`src/rtl/base64_codec_defines.svh`:
```
// Assertion macros used by the codec RTL.
`ifndef BASE64_CODEC_DEFINES_SVH
`define BASE64_CODEC_DEFINES_SVH

// The consequent must hold in the same cycle as the antecedent.
`define B64C_ASSERT_NOW(label, ante, cons, msg) \
    label: assert property (@(posedge aclk) disable iff (!aresetn) (ante) |-> (cons)) \
        else $error(msg);

// The consequent must hold in the cycle after the antecedent.
`define B64C_ASSERT_NEXT(label, ante, cons, msg) \
    label: assert property (@(posedge aclk) disable iff (!aresetn) (ante) |=> (cons)) \
        else $error(msg);

`endif

```
`src/rtl/b64c_pkg.sv`:
```
package b64c_pkg;

    localparam logic DIR_ENCODE = 1'b0;
    localparam logic DIR_DECODE = 1'b1;

    localparam logic [7:0] PAD_CHAR = 8'h3D;

    // Symbol value returned for a character outside the alphabet.
    localparam logic [6:0] SYM_INVALID = 7'd64;

    // Most results one transaction can produce, and the depth of the result queue.
    localparam int MAX_RESULTS = 4;
    localparam int QUEUE_DEPTH = MAX_RESULTS + 1;

    typedef struct packed {
        logic [7:0] out_byte;
        logic       data_present;
        logic       end_of_message;
        logic       stopped;
    } result_t;

    // Maps a 6-bit value to its alphabet character.
    function automatic logic [7:0] enc_char(input logic [5:0] v);
        logic [7:0] c;
        if (v < 6'd26) begin
            c = 8'h41 + {2'b00, v};
        end else if (v < 6'd52) begin
            c = 8'h61 + {2'b00, v} - 8'd26;
        end else if (v < 6'd62) begin
            c = 8'h30 + {2'b00, v} - 8'd52;
        end else if (v == 6'd62) begin
            c = 8'h2B;
        end else begin
            c = 8'h2F;
        end
        return c;
    endfunction

    // Maps a character to its 6-bit value, or SYM_INVALID.
    function automatic logic [6:0] sym_value(input logic [7:0] c);
        logic [6:0] v;
        if (c >= 8'h41 && c <= 8'h5A) begin
            v = 7'(c - 8'h41);
        end else if (c >= 8'h61 && c <= 8'h7A) begin
            v = 7'(c - 8'h61 + 8'd26);
        end else if (c >= 8'h30 && c <= 8'h39) begin
            v = 7'(c - 8'h30 + 8'd52);
        end else if (c == 8'h2B) begin
            v = 7'd62;
        end else if (c == 8'h2F) begin
            v = 7'd63;
        end else begin
            v = SYM_INVALID;
        end
        return v;
    endfunction

endpackage

```
`src/rtl/base64_codec.sv`:
```
// Streaming Base64 codec, standard alphabet, direction set by one register.
// Input channel (s_valid/s_ready): one byte or character per transaction, with
// s_last_in marking the final item of a message. Result channel (m_valid/m_ready):
// one character or byte per transaction, with data_present, end_of_message and
// stopped flags. cfg_wr_en writes the direction bit (0 encode, 1 decode) and
// also clears the message state; write it only while the block is idle.
// Each accepted transaction is processed in the cycle it is accepted and its
// results (up to four) are registered into a five-entry result queue, behind
// any results already waiting, and offered on m_valid from its head. The queue
// drains one result per cycle while m_ready is high; s_ready is high while at
// most one result is queued, so the next item is taken while an earlier result
// still waits. Throughput is therefore set by the output port, which takes each
// item's results one at a time (one or two when encoding, four at most at a
// message end). When the receiver stalls, queued results hold and s_ready
// falls once two or more are waiting. Synchronous active-low reset empties the
// queue, sets the direction to encode and clears all message state.
module base64_codec (
    input  logic       aclk,
    input  logic       aresetn,
    input  logic       cfg_wr_en,
    input  logic       cfg_wr_data,
    input  logic       s_valid,
    output logic       s_ready,
    input  logic [7:0] s_data_byte,
    input  logic       s_last_in,
    output logic       m_valid,
    input  logic       m_ready,
    output logic [7:0] m_out_byte,
    output logic       m_data_present,
    output logic       m_end_of_message,
    output logic       m_stopped
);

`include "base64_codec_defines.svh"

    localparam int QD = b64c_pkg::QUEUE_DEPTH;

    // Message state and the direction register.
    logic        direction_reg;
    logic [11:0] bit_acc_reg, bit_acc_next;
    logic [3:0]  bits_held_reg, bits_held_next;
    logic [1:0]  phase_reg, phase_next;
    logic        halted_reg, halted_next;

    // Result queue; entry 0 is the one offered on the output.
    b64c_pkg::result_t queue_reg [QD];
    b64c_pkg::result_t queue_next [QD];
    logic [2:0]        count_reg, count_next;

    // Results of the transaction being accepted.
    b64c_pkg::result_t res [b64c_pkg::MAX_RESULTS];
    logic [2:0]        res_n;

    logic [19:0] enc_acc;
    logic [3:0]  enc_held, enc_h1, enc_rem;
    logic [11:0] enc_left;
    logic [11:0] dec_acc;
    logic [3:0]  dec_held;
    logic [6:0]  dec_sym;
    logic        push, pop;
    logic [2:0]  base, offs;

    assign s_ready = (count_reg <= 3'd1);
    assign m_valid = (count_reg != 3'd0);
    assign push    = s_valid && s_ready;
    assign pop     = m_valid && m_ready;

    assign m_out_byte       = queue_reg[0].out_byte;
    assign m_data_present   = queue_reg[0].data_present;
    assign m_end_of_message = queue_reg[0].end_of_message;
    assign m_stopped        = queue_reg[0].stopped;

    // Work for one transaction: results and the next message state.
    always_comb begin
        for (int i = 0; i < b64c_pkg::MAX_RESULTS; i++) begin
            res[i] = '0;
        end
        res_n          = 3'd0;
        bit_acc_next   = bit_acc_reg;
        bits_held_next = bits_held_reg;
        phase_next     = phase_reg;
        halted_next    = halted_reg;
        enc_acc        = {bit_acc_reg, s_data_byte};
        enc_held       = {1'b0, bits_held_reg[2:0]} + 4'd8;
        enc_h1         = enc_held - 4'd6;
        enc_rem        = enc_h1;
        enc_left       = '0;
        dec_acc        = {bit_acc_reg[5:0], 6'd0};
        dec_held       = {1'b0, bits_held_reg[2:0]} + 4'd6;
        dec_sym        = b64c_pkg::sym_value(s_data_byte);

        if (direction_reg == b64c_pkg::DIR_ENCODE) begin
            // The byte always completes at least one character.
            res[0].out_byte     = b64c_pkg::enc_char(6'(enc_acc >> enc_h1));
            res[0].data_present = 1'b1;
            res_n               = 3'd1;
            phase_next          = phase_reg + 2'd1;
            if (enc_h1 >= 4'd6) begin
                enc_rem             = enc_h1 - 4'd6;
                res[1].out_byte     = b64c_pkg::enc_char(6'(enc_acc >> enc_rem));
                res[1].data_present = 1'b1;
                res_n               = 3'd2;
                phase_next          = phase_next + 2'd1;
            end
            enc_left = 12'(enc_acc & ((20'd1 << enc_rem) - 20'd1));
            bit_acc_next   = enc_left;
            bits_held_next = enc_rem;
            if (s_last_in) begin
                // Flush leftover bits, zero-filled on the right, then pad.
                if (enc_rem != 4'd0 && res_n < 3'd4) begin
                    res[res_n[1:0]].out_byte =
                        b64c_pkg::enc_char(6'(enc_left << (4'd6 - enc_rem)));
                    res[res_n[1:0]].data_present = 1'b1;
                    res_n      = res_n + 3'd1;
                    phase_next = phase_next + 2'd1;
                end
                for (int p = 0; p < 3; p++) begin
                    if (phase_next != 2'd0 && res_n < 3'd4) begin
                        res[res_n[1:0]].out_byte     = b64c_pkg::PAD_CHAR;
                        res[res_n[1:0]].data_present = 1'b1;
                        res_n      = res_n + 3'd1;
                        phase_next = phase_next + 2'd1;
                    end
                end
                res[2'(res_n - 3'd1)].end_of_message = 1'b1;
            end
        end else begin
            if (!halted_reg) begin
                if (dec_sym == b64c_pkg::SYM_INVALID) begin
                    halted_next = 1'b1;
                end else begin
                    dec_acc  = {bit_acc_reg[5:0], dec_sym[5:0]};
                    if (dec_held >= 4'd8) begin
                        dec_held            = dec_held - 4'd8;
                        res[0].out_byte     = 8'(dec_acc >> dec_held);
                        res[0].data_present = 1'b1;
                        res_n               = 3'd1;
                    end
                    bit_acc_next   = dec_acc & ((12'd1 << dec_held) - 12'd1);
                    bits_held_next = dec_held;
                end
            end
            if (s_last_in) begin
                // A last character with no byte gives a bare end marker.
                res_n                 = 3'd1;
                res[0].end_of_message = 1'b1;
                res[0].stopped        = halted_next;
            end
        end

        if (s_last_in) begin
            bit_acc_next   = '0;
            bits_held_next = '0;
            phase_next     = '0;
            halted_next    = 1'b0;
        end
    end

    // Queue update: shift out on pop, append new results behind what remains.
    always_comb begin
        base = count_reg - {2'b00, pop};
        offs = '0;
        for (int i = 0; i < QD; i++) begin
            if (pop && i < QD - 1) begin
                queue_next[i] = queue_reg[i + 1];
            end else begin
                queue_next[i] = queue_reg[i];
            end
            offs = 3'(i) - base;
            if (push && 3'(i) >= base && offs < res_n) begin
                queue_next[i] = res[offs[1:0]];
            end
        end
        count_next = base + (push ? res_n : 3'd0);
    end

    always_ff @(posedge aclk) begin
        for (int i = 0; i < QD; i++) begin
            queue_reg[i] <= queue_next[i];
        end
    end

    always_ff @(posedge aclk) begin
        if (!aresetn) begin
            direction_reg <= b64c_pkg::DIR_ENCODE;
            bit_acc_reg   <= '0;
            bits_held_reg <= '0;
            phase_reg     <= '0;
            halted_reg    <= 1'b0;
            count_reg     <= '0;
        end else begin
            count_reg <= count_next;
            if (cfg_wr_en) begin
                // A direction write starts a fresh message.
                direction_reg <= cfg_wr_data;
                bit_acc_reg   <= '0;
                bits_held_reg <= '0;
                phase_reg     <= '0;
                halted_reg    <= 1'b0;
            end else if (push) begin
                bit_acc_reg   <= bit_acc_next;
                bits_held_reg <= bits_held_next;
                phase_reg     <= phase_next;
                halted_reg    <= halted_next;
            end
        end
    end

    `B64C_ASSERT_NOW(a_queue_bound, 1'b1, count_reg <= 3'(QD), "result queue overflow")
    `B64C_ASSERT_NOW(a_bits_even, 1'b1, bits_held_reg[0] == 1'b0, "odd bit count held")
    `B64C_ASSERT_NOW(a_dec_phase, direction_reg == b64c_pkg::DIR_DECODE, phase_reg == 2'd0, "group phase moved while decoding")
    `B64C_ASSERT_NEXT(a_msg_clear, push && s_last_in && !cfg_wr_en, bits_held_reg == 4'd0 && phase_reg == 2'd0 && !halted_reg, "message state not cleared after last item")

endmodule
```
`config.mk`:
```
export PLATFORM = sky130hd
export DESIGN_NAME = base64_codec
export DESIGN_NICKNAME = d
export VERILOG_FILES = /design/src/rtl/b64c_pkg.sv /design/src/rtl/base64_codec.sv
export VERILOG_INCLUDE_DIRS = /design/src /design/src/rtl
export SDC_FILE = /design/constraint.sdc
export NUM_CORES = 1
export LEC_CHECK = 0
export BUFFER_PORTS_ARGS = -buffer_cell sky130_fd_sc_hd__buf_4
export CAP_MARGIN = 5
export CORE_UTILIZATION = 50
export CTS_BUF_LIST = sky130_fd_sc_hd__clkbuf_16
export DETAILED_ROUTE_END_ITERATION = 6
export GPL_ROUTABILITY_DRIVEN = 1
export GPL_TIMING_DRIVEN = 0
export PLACE_DENSITY = 0.65
export SKIP_CTS_REPAIR_TIMING = 1
export SYNTH_ARGS = -nofsm -noshare
export SYNTH_HDL_FRONTEND = slang
export SYNTH_SLANG_ARGS = --single-unit
```
`constraint.sdc`:
```
create_clock -name aclk -period 10 [get_ports aclk]
set_input_delay 0.5 -clock aclk [delete_from_list [all_inputs] [get_ports aclk]]
set_output_delay 0.5 -clock aclk [all_outputs]
set_load 0.01 [all_outputs]
```
==> flow_metrics.tcl <==
set metrics [dict create \
    outcome "finished clean" \
    worstSetupPathType "register to register" \
    synth.area.top_cells "edfxtp_1, ha_1, dfxtp_1, mux2_2, mux4_2" \
    crit_path_max_fanout 25 \
    avgRoutedWirePerCell_um 22.1 \
    synth-seq-area-share 0.230 \
    final_common_cell "nor2_1" \
    antenna_found_initial 0 \
    whs_ns 0.384 \
    via_per_inst 6.61 \
    syn_area_mm2 0.00899 \
    hold_class "input pin to register" \
    cts_buffer_depth 2 \
    synth-simple-area-share 0.184 \
    async_flop_share 0 \
    synth_compound_area_frac 0.249 \
    fin_nets 1155 \
    io_pins 28 \
    synth-seq-cells 76 \
    stdcell_area_mm2 0.00978 \
    cap_violations 0 \
    start_kind "register" \
    nFillCells 1627 \
    die_y_um 136 \
    drt-initial-drc-count 906 \
    synth_top_cell_by_area "edfxtp_1" \
    synthToLayoutAreaGrowth_pct 8.70 \
    layout_common_cells "nor2_1, nand2_1, ha_1, a21oi_1, edfxtp_1" \
    die_area_mm2 0.0185 \
    path_common_cell "ha_1" \
    clk_latency_ns 0.36 \
    regArea_mm2 0.00207 \
    synth_adder_area_share 0.105 \
    overflow 0 \
    worstSetupEndpointType "register" \
    largest_reg_flops 55 \
    yosysTopAreaCellShare 0.184 \
    cp_slowest_cell "fa_1" \
    grt_pass1_vias 7892 \
    place_area_mm2 0.00948 \
    synth_top_family_by_area "compound AO/OA/AOI/OAI gates" \
    core_area_mm2 0.0174 \
    vias 8568 \
    drive_gt1_frac 0.156 \
    hpwlAfterDp_um 22400 \
    min_period_ns 9.50 \
    num_rows 48 \
    grtUsageTotal 0.316 \
    p_leak_nw 3.70 \
    arrival_ns 9.49 \
    max-slew-margin-rel 0.303 \
    ys_warn_count 0 \
    root_buffer "clkbuf_16" \
    postRouteAntennaNets 0 \
    fmax_mhz 105 \
    period_share 0.950 \
    gp_congestion 1.00 \
    drc_errors 0 \
    avgSynthCellArea_um2 8.74 \
    netlist-cell-type-count 99 \
    fin_skew_ns 0.00837 \
    multi_input_area_mm2 0.00636 \
    muxShareOfSynthArea 0.146 \
    finalSetupViolations 0 \
    ys.flop_type "edfxtp_1" \
    grt_start_max_net_pins 19 \
    cts_made_buffers 9 \
    cts.clk_slew.worst_paths_ns 0.06 \
    start_util 0.516 \
    htreeDepth 3 \
    synth_edf_count 55 \
    synth-xor-area-share 0.0224 \
    cts_tree "built" \
    drv_slew 0 \
    n_antenna_cell 0 \
    numClockSinks 76 \
    die_w_um 136 \
    grt_pass1_wl_um 44700 \
    tightestPinTransition_ns 1.04 \
    fin_util 0.561 \
    synth_fp_nets 1118 \
    critPathMaxStageDelay_ns 0.59 \
    netlist_instances 1029 \
    pwr_density_cell_mw_per_mm2 273 \
    firstDrtPassIters 7 \
    ir_drop_mv 0.246 \
    wl_um 28600 \
    hold_violations 0 \
    numPortBuffers 26 \
    grt_setup_unrepaired "no" \
    cp.required_ns 9.99 \
]
==> cell families after synthesis <==
kind of cell | Yosys count
flip-flops | 76
multiplexers | 100
AO/OA/AOI/OAI | 300
adder cells (fa/ha/maj) | 74
buffers and inverters | 128
XOR/XNOR | 23
AND/OR/NAND/NOR | 328
==> metrics by stage <==
| stage | TNS [ns] | power [mW] | cells | setup WS, ns |
|---|---|---|---|---|
| final | 0 | 2.67 | 1296 | 0.502 |
| after global routing | 0 | 2.84 | 1296 | 0.0632 |
| after CTS | -1.23 | 2.64 | 1297 | -0.118 |
| after detailed placement | -0.807 | 2.31 | 1281 | -0.0738 |
| after global placement | -10.09 | 2.27 | 1280 | -0.789 |
| after floorplan | 0 | 1.81 | 1029 | 2.28 |
==> layout make-up <==
cell class / instances / share of cell area
buffer: 72 / 0.0369
clock buffer: 9 / 0.0230
clock inverter: 7 / 0.00691
inverter: 55 / 0.0215
multi-input combinational: 825 / 0.650
sequential: 76 / 0.212
tap: 225 / 0.0288
timing repair buffer: 27 / 0.0205
==> layer usage <==
layer | global-route usage | share of wire
met2 | 0.461 | 0.42
met4 | 0.0938 | 0.020
met3 | 0.0556 | 0.10
met5 | 0 | 0
met1 | 0.470 | 0.45
==> worst paths after layout <==
check,start,endpoint,slack (ns),cells past startpoint
setup reg to reg,bits_held_reg[1],queue_reg[0][24],0.50,27
setup / recovery,bits_held_reg[1],queue_reg[0][24],0.50,27
hold reg to reg,phase_reg[1],phase_reg[1],0.48,2
hold / removal,aresetn,count_reg[1],0.38,2
==> worst max-delay path, delay by kind of cell, from the launching register on <==
family / cells / cell delay (ns)
AO/OA/AOI/OAI: 5 / 1.38
XOR/XNOR: 2 / 0.52
adder cells (fa/ha/maj): 6 / 2.33
buffers and inverters: 10 / 3.29
flip-flops: 1 / 0.45
AND/OR/NAND/NOR: 4 / 1.15
==> power by group <==
group | internal (mW) | switching [mW]
Clock | 0.174 | 0.151
Combinational | 0.641 | 1.09
Sequential | 0.580 | 0.0379
Total | 1.40 | 1.28
==> synth_stat cells (6+ instances only) <==
cell and count:
or3_1 11, and3_1 6, nand2_1 76, ha_1 71
a21o_1 9, nand3b_1 7, inv_1 50, mux2i_1 26
o22ai_1 11, mux2_1 20, dfxtp_1 21, mux4_2 16
and2_1 12, a211oi_1 25, a31oi_1 21, o311ai_0 6
nor2b_1 14, o31ai_1 16, edfxtp_1 55, o21ai_0 43
nor4_1 6, xnor2_1 18, mux2_2 33, clkbuf_1 43
nand2b_1 13, nor3_1 30, nor2_1 86, o211ai_1 13
nand4_1 7, nand3_1 33, a311oi_1 6, a21oi_1 56
buf_4 12, o21a_1 6, buf_2 9
Power figures use the tool's default switching activity.
